`config.mk`:
```
export PLATFORM = sky130hd
export DESIGN_NAME = bresenham_line_rasterizer
export DESIGN_NICKNAME = d
export VERILOG_FILES = /design/src/sv/blr_pkg.sv /design/src/sv/blr_front.sv /design/src/sv/blr_fifo.sv /design/src/sv/blr_back.sv /design/src/sv/bresenham_line_rasterizer.sv
export SDC_FILE = /design/constraint.sdc
export NUM_CORES = 1
export LEC_CHECK = 0
export BUFFER_PORTS_ARGS = -buffer_cell sky130_fd_sc_hd__buf_2
export CAP_MARGIN = 40
export CORE_MARGIN = 3
export CORE_UTILIZATION = 61
export CTS_CLUSTER_SIZE = 10
export DETAILED_ROUTE_END_ITERATION = 8
export PLACE_DENSITY_LB_ADDON = 0.08
export REMOVE_ABC_BUFFERS = 1
export SLEW_MARGIN = 10
export SYNTH_ARGS = -nofsm -noshare
export SYNTH_HDL_FRONTEND = slang
export SYNTH_SLANG_ARGS = --single-unit
export TNS_END_PERCENT = 30
```
`constraint.sdc`:
```
create_clock -name clk -period 5.7 [get_ports clk]
set_input_delay 0.855 -clock clk [delete_from_list [all_inputs] [get_ports clk]]
set_output_delay 0.855 -clock clk [all_outputs]
set_load 0.02 [all_outputs]
```
`src/sv/blr_pkg.sv`:
```
// ----------------------------------------------------------------------------
// blr_pkg
// Shared widths, codes and types for the line rasterizer.
// ----------------------------------------------------------------------------
package blr_pkg;

	localparam int COORD_BITS = 12;              // signed pixel coordinate width
	localparam int CFG_BITS   = 12;              // surface size register width
	localparam int COLOR_BITS = 32;
	localparam int DELTA_BITS = COORD_BITS + 1;  // |dx|, -|dy|
	localparam int ERR_BITS   = COORD_BITS + 2;  // error term, stays within +-1.5*delta

	localparam int IN_FIELDS_BITS  = 4 * COORD_BITS + COLOR_BITS;
	localparam int IN_DATA_BITS    = ((IN_FIELDS_BITS + 7) / 8) * 8;
	localparam int OUT_FIELDS_BITS = 2 * COORD_BITS + COLOR_BITS;
	localparam int OUT_DATA_BITS   = ((OUT_FIELDS_BITS + 7) / 8) * 8;
	localparam int CMP_BITS        = (COORD_BITS > CFG_BITS) ? COORD_BITS : CFG_BITS;

	localparam int FIFO_DEPTH     = 4;
	localparam int FIFO_PTR_BITS  = $clog2(FIFO_DEPTH);
	localparam int FIFO_CNT_BITS  = FIFO_PTR_BITS + 1;

	localparam logic [CFG_BITS-1:0] WIDTH_RESET  = CFG_BITS'(640);
	localparam logic [CFG_BITS-1:0] HEIGHT_RESET = CFG_BITS'(480);

	typedef enum logic {
		REQ_START = 1'b0,
		REQ_TICK  = 1'b1
	} req_type_t;

	typedef enum logic {
		CFG_SURFACE_WIDTH  = 1'b0,
		CFG_SURFACE_HEIGHT = 1'b1
	} cfg_index_t;

	typedef logic signed [COORD_BITS-1:0] coord_t;
	typedef logic signed [DELTA_BITS-1:0] delta_t;
	typedef logic signed [ERR_BITS-1:0]   err_t;
	typedef logic [COLOR_BITS-1:0]        color_t;
	typedef logic [CFG_BITS-1:0]          cfg_t;

	// One classified request, with line setup already done for starts.
	typedef struct packed {
		req_type_t kind;
		coord_t    x0;
		coord_t    y0;
		coord_t    x1;
		coord_t    y1;
		delta_t    abs_dx;
		delta_t    neg_abs_dy;
		logic      step_x_neg;
		logic      step_y_neg;
		err_t      err_init;
		color_t    color;
	} line_cmd_t;

	// Queue head as seen by the back end.
	typedef struct packed {
		logic      valid;
		line_cmd_t cmd;
	} cmd_head_t;

endpackage

```
`src/sv/blr_front.sv`:
```
// ----------------------------------------------------------------------------
// blr_front
// Request decode and line setup: deltas, step directions, initial error.
// ----------------------------------------------------------------------------
module blr_front import blr_pkg::*; (
	input  logic                    s_tuser,
	input  logic [IN_DATA_BITS-1:0] s_tdata,
	output line_cmd_t               cmd
);

	coord_t x0, y0, x1, y1;
	delta_t dx, dy;
	delta_t abs_dx, neg_abs_dy;

	assign x0 = s_tdata[COORD_BITS-1:0];
	assign y0 = s_tdata[2*COORD_BITS-1:COORD_BITS];
	assign x1 = s_tdata[3*COORD_BITS-1:2*COORD_BITS];
	assign y1 = s_tdata[4*COORD_BITS-1:3*COORD_BITS];

	assign dx = delta_t'(x1) - delta_t'(x0);
	assign dy = delta_t'(y1) - delta_t'(y0);

	assign abs_dx     = dx[DELTA_BITS-1] ? -dx : dx;
	assign neg_abs_dy = dy[DELTA_BITS-1] ? dy : -dy;

	always_comb begin
		cmd.kind       = req_type_t'(s_tuser);
		cmd.x0         = x0;
		cmd.y0         = y0;
		cmd.x1         = x1;
		cmd.y1         = y1;
		cmd.abs_dx     = abs_dx;
		cmd.neg_abs_dy = neg_abs_dy;
		cmd.step_x_neg = !(x0 < x1);
		cmd.step_y_neg = !(y0 < y1);
		cmd.err_init   = err_t'(abs_dx) + err_t'(neg_abs_dy);
		cmd.color      = s_tdata[IN_FIELDS_BITS-1:4*COORD_BITS];
	end

endmodule

```
`src/sv/blr_fifo.sv`:
```
// ----------------------------------------------------------------------------
// blr_fifo
// Short command queue between request decode and the pixel stepper.
// ----------------------------------------------------------------------------
module blr_fifo import blr_pkg::*; (
	input  logic      clk,
	input  logic      arst_n,
	input  logic      push,
	input  line_cmd_t push_cmd,
	output logic      full,
	input  logic      pop,
	output cmd_head_t head
);

	line_cmd_t                mem_q [FIFO_DEPTH];
	logic [FIFO_PTR_BITS-1:0] wr_ptr_q, rd_ptr_q;
	logic [FIFO_CNT_BITS-1:0] count_q;
	logic                     do_push, do_pop;

	assign full      = (count_q == FIFO_CNT_BITS'(FIFO_DEPTH));
	assign head.valid = (count_q != '0);
	assign head.cmd   = mem_q[rd_ptr_q];

	assign do_push = push && !full;
	assign do_pop  = pop && head.valid;

	always_ff @(posedge clk) begin
		if (do_push) begin
			mem_q[wr_ptr_q] <= push_cmd;
		end
	end

	always_ff @(posedge clk or negedge arst_n) begin
		if (!arst_n) begin
			wr_ptr_q <= '0;
			rd_ptr_q <= '0;
			count_q  <= '0;
		end else begin
			if (do_push) begin
				wr_ptr_q <= (wr_ptr_q == FIFO_PTR_BITS'(FIFO_DEPTH - 1)) ? '0 : wr_ptr_q + 1'b1;
			end
			if (do_pop) begin
				rd_ptr_q <= (rd_ptr_q == FIFO_PTR_BITS'(FIFO_DEPTH - 1)) ? '0 : rd_ptr_q + 1'b1;
			end
			unique case ({do_push, do_pop})
				2'b10:   count_q <= count_q + 1'b1;
				2'b01:   count_q <= count_q - 1'b1;
				default: count_q <= count_q;
			endcase
		end
	end

endmodule

```
`src/sv/blr_back.sv`:
```
// ----------------------------------------------------------------------------
// blr_back
// Bresenham stepper: holds the active line, emits one pixel per tick while a
// line is active, clips against the surface size, drives the output register.
// ----------------------------------------------------------------------------
module blr_back import blr_pkg::*; (
	input  logic                     clk,
	input  logic                     arst_n,
	input  logic                     cfg_we,
	input  logic [0:0]               cfg_index,
	input  logic [CFG_BITS-1:0]      cfg_wdata,
	input  cmd_head_t                head,
	output logic                     pop,
	output logic                     m_tvalid,
	input  logic                     m_tready,
	output logic [OUT_DATA_BITS-1:0] m_tdata,
	output logic                     m_tuser,
	output logic                     m_tlast
);

	cfg_t   width_q, height_q;
	coord_t cur_x_q, cur_y_q, tgt_x_q, tgt_y_q;
	delta_t abs_dx_q, neg_abs_dy_q;
	logic   step_x_neg_q, step_y_neg_q;
	err_t   err_q;
	color_t color_q;
	logic   busy_q;

	logic   out_valid_q;
	coord_t out_x_q, out_y_q;
	color_t out_color_q;
	logic   out_on_q, out_last_q;

	logic   out_free, is_start, emit;
	logic   at_tx, at_ty, want_x, want_y, last, move_x, move_y, on_surface;
	logic signed [ERR_BITS:0] e2;
	err_t   err_next;
	coord_t x_next, y_next;

	assign out_free = !out_valid_q || m_tready;
	assign is_start = (head.cmd.kind == REQ_START);
	// starts and idle ticks never produce a pixel, so they need no output slot
	assign pop  = head.valid && (is_start || !busy_q || out_free);
	assign emit = head.valid && !is_start && busy_q && out_free;

	assign at_tx  = (cur_x_q == tgt_x_q);
	assign at_ty  = (cur_y_q == tgt_y_q);
	assign e2     = {err_q, 1'b0};
	assign want_x = (e2 >= (ERR_BITS+1)'(neg_abs_dy_q));
	assign want_y = (e2 <= (ERR_BITS+1)'(abs_dx_q));

	// e2 is taken before either update; a y step is only tried if x did not end it
	always_comb begin
		last   = 1'b0;
		move_x = 1'b0;
		move_y = 1'b0;
		if (at_tx && at_ty) begin
			last = 1'b1;
		end else begin
			if (want_x) begin
				if (at_tx) begin
					last = 1'b1;
				end else begin
					move_x = 1'b1;
				end
			end
			if (!last && want_y) begin
				if (at_ty) begin
					last = 1'b1;
				end else begin
					move_y = 1'b1;
				end
			end
		end
	end

	assign err_next = err_q + (move_x ? err_t'(neg_abs_dy_q) : '0)
	                        + (move_y ? err_t'(abs_dx_q) : '0);
	assign x_next   = step_x_neg_q ? cur_x_q - 1'b1 : cur_x_q + 1'b1;
	assign y_next   = step_y_neg_q ? cur_y_q - 1'b1 : cur_y_q + 1'b1;

	assign on_surface = !cur_x_q[COORD_BITS-1] && !cur_y_q[COORD_BITS-1]
	                 && (CMP_BITS'($unsigned(cur_x_q)) < CMP_BITS'(width_q))
	                 && (CMP_BITS'($unsigned(cur_y_q)) < CMP_BITS'(height_q));

	// configuration registers
	always_ff @(posedge clk or negedge arst_n) begin
		if (!arst_n) begin
			width_q  <= WIDTH_RESET;
			height_q <= HEIGHT_RESET;
		end else if (cfg_we) begin
			unique case (cfg_index_t'(cfg_index))
				CFG_SURFACE_WIDTH:  width_q  <= cfg_wdata;
				CFG_SURFACE_HEIGHT: height_q <= cfg_wdata;
			endcase
		end
	end

	// line state
	always_ff @(posedge clk or negedge arst_n) begin
		if (!arst_n) begin
			busy_q       <= 1'b0;
			cur_x_q      <= '0;
			cur_y_q      <= '0;
			tgt_x_q      <= '0;
			tgt_y_q      <= '0;
			abs_dx_q     <= '0;
			neg_abs_dy_q <= '0;
			step_x_neg_q <= 1'b0;
			step_y_neg_q <= 1'b0;
			err_q        <= '0;
			color_q      <= '0;
		end else if (pop && is_start) begin
			busy_q       <= 1'b1;
			cur_x_q      <= head.cmd.x0;
			cur_y_q      <= head.cmd.y0;
			tgt_x_q      <= head.cmd.x1;
			tgt_y_q      <= head.cmd.y1;
			abs_dx_q     <= head.cmd.abs_dx;
			neg_abs_dy_q <= head.cmd.neg_abs_dy;
			step_x_neg_q <= head.cmd.step_x_neg;
			step_y_neg_q <= head.cmd.step_y_neg;
			err_q        <= head.cmd.err_init;
			color_q      <= head.cmd.color;
		end else if (emit) begin
			busy_q <= !last;
			err_q  <= err_next;
			if (move_x) begin
				cur_x_q <= x_next;
			end
			if (move_y) begin
				cur_y_q <= y_next;
			end
		end
	end

	// output register
	always_ff @(posedge clk or negedge arst_n) begin
		if (!arst_n) begin
			out_valid_q <= 1'b0;
		end else if (emit) begin
			out_valid_q <= 1'b1;
		end else if (m_tready) begin
			out_valid_q <= 1'b0;
		end
	end

	always_ff @(posedge clk) begin
		if (emit) begin
			out_x_q     <= cur_x_q;
			out_y_q     <= cur_y_q;
			out_color_q <= color_q;
			out_on_q    <= on_surface;
			out_last_q  <= last;
		end
	end

	assign m_tvalid = out_valid_q;
	assign m_tdata  = OUT_DATA_BITS'({out_color_q, out_y_q, out_x_q});
	assign m_tuser  = out_on_q;
	assign m_tlast  = out_last_q;

endmodule

```
`src/sv/bresenham_line_rasterizer.sv`:
```
// ----------------------------------------------------------------------------
// bresenham_line_rasterizer
// All-octant integer line rasterizer with surface clipping.
// ----------------------------------------------------------------------------
// A start request (s_tuser = 0) loads two signed endpoints and a color and
// replaces any line still being drawn; it produces no output. Each tick
// request (s_tuser = 1) then produces the next pixel of the line, first
// endpoint to second, with the color, an on-surface flag in m_tuser and
// m_tlast on the final pixel. Ticks with no line active produce nothing.
// Throughput is one request per clock while m_tready does not stall the
// output: the stepper does one Bresenham step (one three-input error add
// and two coordinate compares) per cycle. Requests enter a 4-entry queue
// after line setup, so s_tready only drops when the queue is full, i.e.
// when m_tready has been held low long enough to back it up. Surface width
// and height are written through cfg_we; the user must do so only while no
// request is in flight, not enforced by the block; reset values are 640 x 480.
// ----------------------------------------------------------------------------
module bresenham_line_rasterizer import blr_pkg::*; (
	input  logic                     clk,
	input  logic                     arst_n,
	// configuration: index 0 surface_width, 1 surface_height
	input  logic                     cfg_we,
	input  logic [0:0]               cfg_index,
	input  logic [CFG_BITS-1:0]      cfg_wdata,
	// request stream
	input  logic                     s_tvalid,
	output logic                     s_tready,
	input  logic [IN_DATA_BITS-1:0]  s_tdata,   // start_x, start_y, end_x, end_y, line_color
	input  logic                     s_tuser,   // req_type
	// pixel stream
	output logic                     m_tvalid,
	input  logic                     m_tready,
	output logic [OUT_DATA_BITS-1:0] m_tdata,   // pixel_x, pixel_y, pixel_color
	output logic                     m_tuser,   // on_surface
	output logic                     m_tlast    // last_pixel
);

	line_cmd_t front_cmd;
	cmd_head_t head;
	logic      q_full;
	logic      q_pop;

	// decode and setup happen in front of the queue, so the stepper only loads
	blr_front u_front (
		.s_tuser (s_tuser),
		.s_tdata (s_tdata),
		.cmd     (front_cmd)
	);

	assign s_tready = !q_full;

	blr_fifo u_fifo (
		.clk      (clk),
		.arst_n   (arst_n),
		.push     (s_tvalid),
		.push_cmd (front_cmd),
		.full     (q_full),
		.pop      (q_pop),
		.head     (head)
	);

	// stepper pops starts and idle ticks freely; busy ticks wait on the output slot
	blr_back u_back (
		.clk       (clk),
		.arst_n    (arst_n),
		.cfg_we    (cfg_we),
		.cfg_index (cfg_index),
		.cfg_wdata (cfg_wdata),
		.head      (head),
		.pop       (q_pop),
		.m_tvalid  (m_tvalid),
		.m_tready  (m_tready),
		.m_tdata   (m_tdata),
		.m_tuser   (m_tuser),
		.m_tlast   (m_tlast)
	);

endmodule

```
After elaboration in Yosys (flattened, before gate mapping)
Memory sizes are Yosys's and may differ from the RTL's.
Cells that the tools add are included.
{ "word_totals": {"ram_bits": 492, "input_bits": 99, "memories": 1, "elab_cells": 122, "ff_bits": 213, "output_inout_bits": 60} }
{ "memory_table": {"columns": ["memory", "depth", "word_bits", "read_ports", "rd_ports_with_merged_regs", "wr", "line", "source"], "rows": [
  ["u_fifo.mem_q", 4, 123, 1, 0, 1, "blr_fifo.sv:15", "line_cmd_t mem_q [FIFO_DEPTH];"]
]} }
{ "classes": {"n_mux": 35, "n_lt_le_gt_ge": 6, "n_addsub": 15, "n_reduce_logical": 34, "n_eq_ne": 7, "n_bitwise": 2} }
{ "op_table": {"columns": ["cell", "count"], "rows": [
  ["12-bit 2-to-1 mux", 8],
  ["14-bit 2-to-1 mux", 4],
  ["12-bit < comparator", 4],
  ["14-bit adder", 2],
  ["13-bit 2-to-1 mux", 2],
  ["13-bit negation", 2],
  ["12-bit by 12-bit subtractor with 13-bit output", 2],
  ["12-bit by 1-bit adder with 12-bit output (second input constant)", 2],
  ["12-bit == test", 2],
  ["12-bit by 1-bit subtractor with 12-bit output (second input constant)", 2],
  ["1-bit 2-to-1 mux", 18],
  ["15-bit by 13-bit greater-or-equal comparator with 1-bit output", 1],
  ["15-bit by 13-bit less-or-equal comparator with 1-bit output", 1],
  ["13-bit by 13-bit adder with 14-bit output", 1],
  ["1-bit logical AND", 12],
  ["2-bit nonzero test", 5],
  ["1-bit zero test", 9],
  ["2-bit AND reduction", 4],
  ["2-bit == test (second input constant)", 3],
  ["3-bit case mux with 2 select lines", 1],
  ["2-bit by 1-bit adder with 2-bit output (second input constant)", 2],
  ["2-bit 2-to-1 mux", 2],
  ["3-bit by 1-bit adder with 3-bit output (second input constant)", 1],
  ["3-bit == test (second input constant)", 1],
  ["5 further kinds", 8]
]} }

Longest topological paths before layout
Gate-level depths: netlist of run 1.
{ "depth": {"word_depth": 12, "depth_mapped": 22, "ltp_nobuf": 21} }

Hierarchy
From an unflattened synthesis of run 1, not the netlist that was laid out.
{ "unflattened": {"cells_unflattened": 2168, "hier_area_um2": 32070.8} }
{ "by_module_without_submodules": {"columns": ["module", "cells_each", "n_inst", "area_each_um2", "seq_area_each_um2"], "rows": [
  ["blr_fifo", 683, 1, 18177.4, 14949.3],
  ["blr_back", 1069, 1, 10834.1, 5452.7],
  ["blr_front", 415, 1, 3055.4, 0.0],
  ["bresenham_line_rasterizer", 1, 1, 3.8, 0.0]
]} }

Worst setup path after synthesis of run 1
No wires, ideal clock.
{ "synth_path": {"path_kind": "reg-to-reg", "start": "register u_back.err_q[11]", "end": "register u_back.err_q[13]", "stages_incl_launch_ff": 20, "setup_ps": 85, "synth_period_minus_slack_ps": 5067, "setup_slack_ps": 633, "path_buffers": 1, "arrival_time_ps": 4982, "required_time_ps": 5615, "path_cell_list": "dfrtp_1 ha_1 and4_1 and3_1 a211o_1 o221a_2 nor4_4 clkbuf_1 nand2_1 fa_1 inv_1 fa_1 a211oi_1 o21ai_1 a2111oi_0 nor3_1 o41ai_2 xnor2_1 nand3_1 a31oi_1"} }
{ "synth_via": {"elab_chain_len": 11, "word_cells_on_any_way": 16, "classes_between": "2 x add/sub; 2 x order compare; 10 x mux; 2 x reduce/logical"} }
{ "synth_rtl": {"columns": ["element", "line", "source"], "rows": [
  ["from (decl)", "blr_back.sv:25", "err_t err_q;"],
  ["from (signal assigned)", "blr_back.sv:123", "err_q <= head.cmd.err_init;"],
  ["from (signal assigned)", "blr_back.sv:127", "err_q <= err_next;"],
  ["branches (longest 8 deep; another with 15-bit by 13-bit greater-or-equal comparator with 1-bit output)", null, null],
  ["14-bit adder *", "blr_back.sv:78", "+ (move_y ? err_t'(abs_dx_q) : '0);"],
  ["14-bit 2-to-1 mux *", "blr_back.sv:125", "end else if (emit) begin"],
  ["14-bit 2-to-1 mux *", "blr_back.sv:113", "end else if (pop && is_start) begin"]
]} }
Every way passes the cells marked *. The select of a mux whose other input is x is not followed.
A chain may end at the register's enable or synchronous reset.

Final worst setup path of run 1
{ "layout_path": {"start": "register u_back.neg_abs_dy_q[12]", "end": "register u_back.err_q[13]"} }
{ "layout_via": {"elab_chain_len": 11, "word_cells_on_any_way": 15, "classes_between": "2 x add/sub; 1 x order compare; 10 x mux; 2 x reduce/logical"} }
{ "layout_rtl": {"columns": ["element", "line", "source"], "rows": [
  ["from (decl)", "blr_back.sv:23", "delta_t abs_dx_q, neg_abs_dy_q;"],
  ["from (signal assigned)", "blr_back.sv:120", "neg_abs_dy_q <= head.cmd.neg_abs_dy;"],
  ["branches (longest 8 deep; another with 15-bit by 13-bit greater-or-equal comparator with 1-bit output)", null, null],
  ["14-bit adder *", "blr_back.sv:78", null],
  ["14-bit 2-to-1 mux *", "blr_back.sv:125", null],
  ["14-bit 2-to-1 mux *", "blr_back.sv:113", null]
]} }
Marked as above.

==> results of run 1 <==
==> layout by cell type, fill, tap and decap left out, types with 15 or more instances in the layout <==
| cell | synthesis | layout |
|---|---|---|
| edfxtp_1 | 550 | 550 |
| xor2_1 | 21 | 21 |
| fa_1 | 20 | 20 |
| mux4_2 | 123 | 123 |
| buf_2 | 5 | 157 |
| ha_1 | 130 | 130 |
| nor3_1 | 27 | 27 |
| a21oi_1 | 55 | 55 |
| o21ai_1 | 16 | 16 |
| nor2_1 | 75 | 74 |
| mux2_2 | 19 | 19 |
| clkbuf_16 | 0 | 83 |
| o21ai_0 | 72 | 72 |
| clkbuf_1 | 48 | 62 |
| a31oi_1 | 15 | 15 |
| buf_4 | 1 | 28 |
| a21o_1 | 24 | 24 |
| nand2_1 | 304 | 304 |
| xnor2_1 | 74 | 74 |
| dfrtp_1 | 149 | 147 |
| inv_1 | 147 | 147 |
==> final cells by class <==
class	count	area (µm²)
Tap cell	672	841
Clock inverter	6	129
Sequential cell	705	20400
Fill cell	3325	14800
Inverter	148	557
Multi-Input combinational cell	1192	10200
Timing Repair Buffer	195	1210
Clock buffer	146	2320
Antenna cell	4	10.0
==> flip-flops by register name, indices dropped and copies added (netlist names), 3 cells and up <==
name	cells
u_back.neg_abs_dy_q	13
u_fifo.mem_q	492
u_back.out_color_q	32
u_back.height_q	12
u_back.cur_x_q	12
u_back.cur_y_q	12
u_fifo.count_q	3
u_back.width_q	12
u_back.tgt_y_q	12
u_back.out_x_q	12
u_back.abs_dx_q	13
u_back.out_y_q	12
u_back.tgt_x_q	12
u_back.err_q	14
u_back.color_q	32
==> timing repair <==
| item | in CTS | in global routing |
|---|---|---|
| endpoints found under the setup margin | 0 | 2 |
| gates resized for setup | 0 | 3 |
| hold buffers | 0 | 0 |
| setup buffers | 0 | 1 |
==> worst max-delay path: stages (launching register included) <==
cell and delay [ns]:
dfrtp_1 0.38, inv_1 0.13, ha_1 0.26, and4_1 0.24, and3_1 0.17, a211o_1 0.27, o221a_2 0.27, nor4_4 0.34
nand2_1 0.16, fa_1 0.53, inv_1 0.05, ha_1 0.23, fa_1 0.45, a211oi_2 0.26, o21ai_1 0.15, a2111oi_1 0.38
nor3_1 0.16, o41ai_2 0.28, xnor2_1 0.15, a21o_1 0.19, a31oi_1 0.15
==> power groups by stage <==
stage          sequential [mW]  clock [mW]  combinational, mW
3_3_place_gp              8.30           0               9.26
3_5_place_dp              8.39           0               9.61
2_1_floorplan             8.74           0               6.71
4_1_cts                   8.30        4.84               9.69
6_report                  8.30        4.75               9.69
5_1_grt                   8.44        5.06               10.8
==> per-stage QoR <==
stage | setup WS (ns) | hold WS [ns]
after global placement | 0.0286 | 0.430
after CTS | 0.167 | 0.321
final | 0.446 | 0.244
after floorplan | -5.47 | 0.425
after detailed placement | -0.0857 | 0.431
after global routing | 0.0855 | 0.264
==> per-layer routing <==
metal | wire (µm) | track usage [%] | part of all wire [%]
met5 | 35 | 0 | 0.051
met1 | 29700 | 37.9 | 43
met4 | 1630 | 8.39 | 2.4
met2 | 32800 | 40.8 | 48
met3 | 4810 | 5.02 | 7.0
==> final timing paths <==
| check | start | to | slack (ns) | cells past startpoint |
|---|---|---|---|---|
| setup / recovery | u_back.neg_abs_dy_q[12] | u_back.err_q[13] | 0.45 | 20 |
| hold / removal | arst_n | u_back.cur_y_q[7] | 0.24 | 2 |
| setup reg to reg | u_back.neg_abs_dy_q[12] | u_back.err_q[13] | 0.45 | 20 |
| hold reg to reg | u_back.color_q[31] | u_back.out_color_q[31] | 0.45 | 0 |
| max in group asynchronous | arst_n | u_fifo.rd_ptr_q[0] | 4.45 | 3 |
| min in group clk | u_back.color_q[31] | u_back.out_color_q[31] | 0.45 | 0 |
==> kinds of logic after synthesis <==
| group | Yosys count | share of synthesized area, % |
|---|---|---|
| flops | 705 | 65.1 |
| simple gates | 506 | 7.14 |
| compound gates | 286 | 5.99 |
| buf+inv | 215 | 2.61 |
| mux | 153 | 9.88 |
| fa+ha+maj | 150 | 6.47 |
| xor+xnor | 97 | 2.80 |
==> run metrics, run 1 <==
top post-synthesis cells by area edfxtp_1, dfrtp_1, mux4_2; Max Clock Skew 0.0166 ns; fraction of registers with async set/reset a little over a fifth; Rows 82; register area share after synthesis 65.1%; dpl cells 2910; Post-DP Area roughly 0.033 mm²; HPWL Detailed around 45 mm; Die Ht about 230 µm; critical path startpoint category register; setup tns final 0 ns; Synth Area per Inst 14.8 µm²; CTS Sinks 705; vias in the first global route 18700; part of the power in combinational logic 42.6%; worst endpoint required time 6.24 ns; Starting Density 62.1%; Rel. slew slack a little over two fifths; Power, Total about 23 mW; period utilization between 90 and 100%; Post-synth top flop edfxtp_1; outcome finished clean; Worst setup EP type register; CORE AREA 0.0505 mm²; DR DRC count 0; #FFs+latches synth 705; Util after Layout a little over two thirds; maximum VDD drop 0.434 mV; Finished Layout Cells about 3100; detailed-route via count 18200; DRT iter0 DRCs between 1000 and 1500; largest net degree at the start of global routing 111; Post-Syn Area between 0.03 and 0.04 mm²; TritonCTS clock tree built; Syn. warnings 0; maxcap violations 0; RSZ-0062 raised after global routing false; Area Growth Syn to Fin 13.7%; critical path data arrival time 5.80 ns; EDFF count, synth 550; Sw Ratio 37.5%; actual slew at the worst max-slew pin 0.844 ns; Clock Tree Buf Depth 3; largest area contributor in the netlist edfxtp_1; Port Buffers 158; Unique masters post-synth 87; routability-driven placement congestion ratio roughly 0.87; fin crit period 5.25 ns; share of cells above drive strength 1 19.6%; Fmax about 190 MHz; share of total power in the clock network 20.9%; initial antenna violation count 7; Net count, final 2572; drt pass-1 iters 5; remaining global-route overflow 0; Die Wd 233 µm; Max FO, Critical Path 6; Pint approximately 14 mW; CTS Buf Count 81; IO Pins 159; Syn Inst Count 2112; DIE AREA 0.0541 mm²; post-layout instance area approximately 0.036 mm²; clk slew on worst S/H paths 0.06 ns; Root Buffer clkbuf_16; Routed WL per cell 22.5 µm; Antenna Nets Post-Route 0; clk_lat worst skew 0.62 ns; Synth top area share between 50% and 60%; Total GRT Usage 26.2%; routed wire length 68.9 mm; Leak 13.9 nW; final hold violations 0; vias per cell about 5.9; H-tree levels 3; # setup viols final 0; Cell Pwr Density 638 mW/mm²; NetSw 8.54 mW; worst hold path class input pin to asynchronous set/reset pin; most frequent cell after synthesis edfxtp_1; first-pass GRT wire length 107 mm; most frequent cells after synthesis edfxtp_1, nand2_1, dfrtp_1, inv_1, ha_1; Crit Path Class register to register; max-slew violations 0; sequential power share 36.5%
(Power assumes the default switching activity.)
==> run 2, diff against run 1 <==
CAP_MARGIN = unset   (was 40)
CELL_PAD_IN_SITES_DETAIL_PLACEMENT = 0   (was unset)
CELL_PAD_IN_SITES_GLOBAL_PLACEMENT = 1   (was unset)
CORE_UTILIZATION = 52   (was 61)
==> run metrics, run 2 (synthesized netlist as in run 1, its figures left out) <==
M1 WL 32.3 mm; routability-driven placement congestion ratio 0.822; Crit Path Class register to register; H-tree levels 3; Slowest-stage cell, CP fa_1; Total GRT Usage 22.9%; Net count, final 2574; final hold violations 0; Sw Ratio 37.3%; first-pass GRT wire length 110 mm; Max Clock Skew 0.0164 ns; max incr delay on CP 0.51 ns; Fmax 186 MHz; # Post-CTS Setup Buffers 0; Top Registers u_fifo.mem_q x492, u_back.color_q x32, u_back.out_color_q x32; CTS Buf Count between 80 and 90; Clock Tree Buf Depth 3; clk slew on worst S/H paths 0.06 ns; worst endpoint required time 6.24 ns; DRT iter0 DRCs 1265; vias in the first global route 18500; commonest non-fill, non-tap cell in the layout edfxtp_1; remaining global-route overflow 0; Die Wd approximately 250 µm; share of total power in the clock network 21.3%; worst slack, placed -0.0840 ns; # setup viols final 0; IO Pins 159; outcome finished clean; TritonCTS clock tree built; max-slew violations 0; Rel. slew slack 27.5%; Port Buffers 158; Cell Pwr Density 636 mW/mm²; share of cells above drive strength 1 19.7%; WL met3 3.68 mm; Max FO, Critical Path 4; worst hold path class input pin to asynchronous set/reset pin; CP Cell Sequence inv_1 -> ha_1 -> and4_1 -> and3_1 -> a211o_1 -> o221a_2 -> nor4_4 -> nand2_1 -> fa_1 -> inv_1 -> ha_1 -> fa_1 -> a211oi_1 -> o21ai_1 -> a2111oi_0 -> nor3_1 -> o41ai_2 -> xnor2_1 -> a21o_1 -> a31oi_1; Worst setup EP type register; DR DRC count 0; WHS 0.289 ns; # hold bufs at CTS 0; part of the power in combinational logic 41.9%; clk_lat worst skew 0.62 ns; Largest register FFs 492; Pint 14.2 mW; RSZ-0062 raised after global routing false; initial antenna violation count 5; Final Worst Setup Slack 0.327 ns; CP Buf/Inv Count 2; vias per cell 5.70; met2 routed WL between 30 and 40 mm; largest register by flop count u_fifo.mem_q; Leak 13.9 nW; Power, Total 22.7 mW; actual slew at the worst max-slew pin between 1 and 1.5 ns; detailed-route via count ~18000; critical path data arrival time 5.92 ns; fin crit period ~5.4 ns; critical path startpoint category register; CTS Sinks around 710; CORE AREA 0.0594 mm²; Area Growth Syn to Fin 13.9%; Antenna Nets Post-Route 0; routed wire length 70.9 mm; Root Buffer clkbuf_16; Util after Layout between 60% and 70%; most frequent cells in the layout edfxtp_1, nand2_1, buf_2; Starting Density between 50% and 60%; maxcap violations 0; # resized after CTS 0; Die Ht 251 µm; fillers 4586; dpl cells 3014; Post-DP Area about 0.033 mm²; HPWL Detailed ~46 mm; drt pass-1 iters 6; Finished Layout Cells 3162; Routed WL per cell 22.4 µm; Rows 89; post-layout instance area 0.0357 mm²; setup tns final 0 ns; maximum VDD drop slightly above 0.4 mV; largest net degree at the start of global routing 91; period utilization between 90% and 100%; DIE AREA 0.0632 mm²; sequential power share 36.8%; CP top delay family compound AO/OA/AOI/OAI gates; max layer used met5; NetSw around 8.5 mW
-- run 2: worst paths after layout --
check,startpoint,end,slack [ns],depth (start not counted)
max,u_back.neg_abs_dy_q[12],u_back.err_q[13],0.33,20
min,arst_n,u_back.cur_y_q[6],0.29,1
max reg2reg,u_back.neg_abs_dy_q[12],u_back.err_q[13],0.33,20
min reg2reg,u_back.color_q[4],u_back.out_color_q[4],0.45,0
max in group asynchronous,arst_n,u_back.color_q[6],4.08,2
min in group clk,u_back.color_q[4],u_back.out_color_q[4],0.45,0
-- run 2: power groups by stage --
stage | clock network, mW | registers (mW) | logic [mW]
finish | 4.84 | 8.35 | 9.49
global route | 5.16 | 8.51 | 10.6
CTS | 4.94 | 8.37 | 9.62
detailed placement | 0 | 8.46 | 9.55
global placement | 0 | 8.39 | 9.39
floorplan | 0 | 8.74 | 6.71
-- run 2: final cells by class --
type	count	area, µm²	area share [%]
Sequential cell	705	20400	57.2
Multi-Input combinational cell	1192	10100	28.4
Clock buffer	137	2330	6.54
Timing Repair Buffer	196	1140	3.21
Tap cell	773	967	2.71
Inverter	148	557	1.56
Clock inverter	8	128	0.358
Antenna cell	3	7.51	0.0210
-- run 2: worst reg2reg max path, stage by stage (launching register included) --
cell	delay (ns)
dfrtp_1	0.38
inv_1	0.13
ha_1	0.26
and4_1	0.24
and3_1	0.17
a211o_1	0.28
o221a_2	0.26
nor4_4	0.44
nand2_1	0.14
fa_1	0.51
inv_1	0.04
ha_1	0.22
fa_1	0.43
a211oi_1	0.31
o21ai_1	0.17
a2111oi_0	0.38
nor3_1	0.17
o41ai_2	0.28
xnor2_1	0.14
a21o_1	0.19
a31oi_1	0.15
-- run 2: routing by layer --
metal	vias to the layer above	track usage, %
li1	8307	-
met1	9158	33.5
met2	457	36.0
met3	105	4.15
met4	4	6.00
met5	-	0
==> run 3, diff against run 2 <==
PLACE_DENSITY_LB_ADDON = 0.1   (was 0.08)
RECOVER_POWER = 100   (was unset)
==> run metrics, run 3 (synthesized netlist as in run 1, its figures left out) <==
FF-to-FF Start u_back.neg_abs_dy_q[12]; Worst Min Path Start u_back.color_q[18]; Rows 89; TritonCTS clock tree built; Finished Layout Cells between 3000 and 4000; Util after Layout 59.4%; R2R Setup Slk 0.35 ns; dpl cells 3015; Root Buffer clkbuf_16; actual slew at the worst max-slew pin ~3.6 ns; # setup viols final 0; Slowest-stage cell, CP fa_1; most frequent cells in the layout edfxtp_1, nand2_1, clkbuf_1; Pint between 10 and 15 mW; IO Pins 159; maximum VDD drop 0.333 mV; DIE AREA about 0.063 mm²; Net count, final approximately 2600; hold depth 0; CP Buf/Inv Count 2; Fmax around 190 MHz; clk_lat worst skew 0.61 ns; initial antenna violation count 2; Port Buffers 158; fillers 4669; setup tns final 0 ns; Clock Tree Buf Depth 3; fin crit period 5.35 ns; Die Ht 251 µm; Max FO, Critical Path 5; vias in the first global route 18500; HPWL Detailed between 40 and 50 mm; Routed WL per cell roughly 23 µm; CP Cell Sequence inv_1 -> ha_1 -> and4_1 -> and3_1 -> a211o_1 -> o221a_2 -> nor4_4 -> nand2_1 -> fa_1 -> inv_1 -> ha_1 -> fa_1 -> a211oi_2 -> o21ai_2 -> a2111oi_2 -> nor3_1 -> o41ai_2 -> xnor2_1 -> a21o_1 -> a31oi_1; Endpoint, Worst Hold u_back.out_color_q[18]; CTS Buf Count 82; Largest register FFs between 400 and 500; first-pass GRT wire length 110 mm; Area Growth Syn to Fin 12.6%; CORE AREA 0.0594 mm²; share of cells above drive strength 1 12.9%; RSZ-0062 raised after global routing false; detailed-route via count 18000; Total GRT Usage approximately 23%; worst endpoint required time 6.22 ns; max incr delay on CP 0.52 ns; Rel. slew slack -138%; largest net degree at the start of global routing 94; largest register by flop count u_fifo.mem_q; part of the power in combinational logic 42.0%; Top Registers u_fifo.mem_q x492, u_back.color_q x32, u_back.out_color_q x32; share of total power in the clock network 20.9%; vias per cell about 5.7; reg2reg end u_back.err_q[13]; R2R depth 20; Antenna Nets Post-Route 0; sequential power share 37.1%; DR DRC count 0; WHS 0.445 ns; CTS Sinks 705; # resized after CTS 0; Max Clock Skew 0.0157 ns; critical path data arrival time 5.87 ns; Sw Ratio a little under two fifths; crit path from u_back.neg_abs_dy_q[12]; # Post-CTS Setup Buffers 0; NetSw 8.52 mW; CP top delay family compound AO/OA/AOI/OAI gates; max-slew violations between 600 and 700; worst hold path class register to register; outcome finished, violations left; period utilization 93.9%; routed wire length 71.4 mm; Die Wd 251 µm; commonest non-fill, non-tap cell in the layout edfxtp_1; Crit Path Class register to register; remaining global-route overflow 0; final hold violations 0; failing checks max-capacitance violations, max-slew violations; drt pass-1 iters 5; Cell Pwr Density 640 mW/mm²; Leak 13.4 nW; Worst setup EP type register; DRT iter0 DRCs 1221; critical path startpoint category register; clk slew on worst S/H paths 0.05 ns; routability-driven placement congestion ratio 0.878; maxcap violations 11; # hold bufs at CTS 0; H-tree levels 3; Starting Density 52.8%
## run 3: power by group through the flow
| stage | registers (mW) | logic [mW] | clock network, mW |
|---|---|---|---|
| 2_1_floorplan | 8.74 | 6.71 | 0 |
| 3_3_place_gp | 8.35 | 9.46 | 0 |
| 3_5_place_dp | 8.43 | 9.63 | 0 |
| 4_1_cts | 8.34 | 9.68 | 4.81 |
| 5_1_grt | 8.54 | 10.6 | 5.01 |
| 6_report | 8.38 | 9.49 | 4.71 |
## run 3: area by class of cell
type	count	area (µm²)	share of cell area, %
Clock buffer	135	2290	6.50
Timing Repair Buffer	197	843	2.39
Inverter	148	557	1.58
Sequential cell	705	20400	57.9
Clock inverter	11	90.1	0.255
Multi-Input combinational cell	1192	10100	28.7
Tap cell	773	967	2.74
Antenna cell	2	5.00	0.0142
## run 3: worst max path at each step
stage,end,slack (ns),cells past startpoint
after floorplan,u_back.err_q[10],-5.47,5
final,u_back.err_q[13],0.35,20
after CTS,u_back.err_q[13],0.16,20
after global placement,u_fifo.mem_q[0][45],-0.03,23
after detailed placement,u_fifo.mem_q[2][45],-0.02,23
after global routing,u_back.err_q[13],0.03,20
## run 3: routing by layer
metal  vias to the layer above  wire length (µm)  global-route usage (%)
met5                         -                 0                       0
met4                         0              1680                    6.07
met3                       116              3400                    3.52
met2                       424             34200                    36.9
met1                      9217             32100                    33.3
li1                       8291                 -                       -
## run 3: per-stage QoR
stage          worst slack (ns)  area, µm²  power (mW)
2_1_floorplan             -5.47      31100        15.5
3_3_place_gp            -0.0345      33200        17.8
3_5_place_dp            -0.0191      33200        18.1
4_1_cts                   0.156      35600        22.8
5_1_grt                  0.0267      35300        24.2
6_report                  0.350      35300        22.6
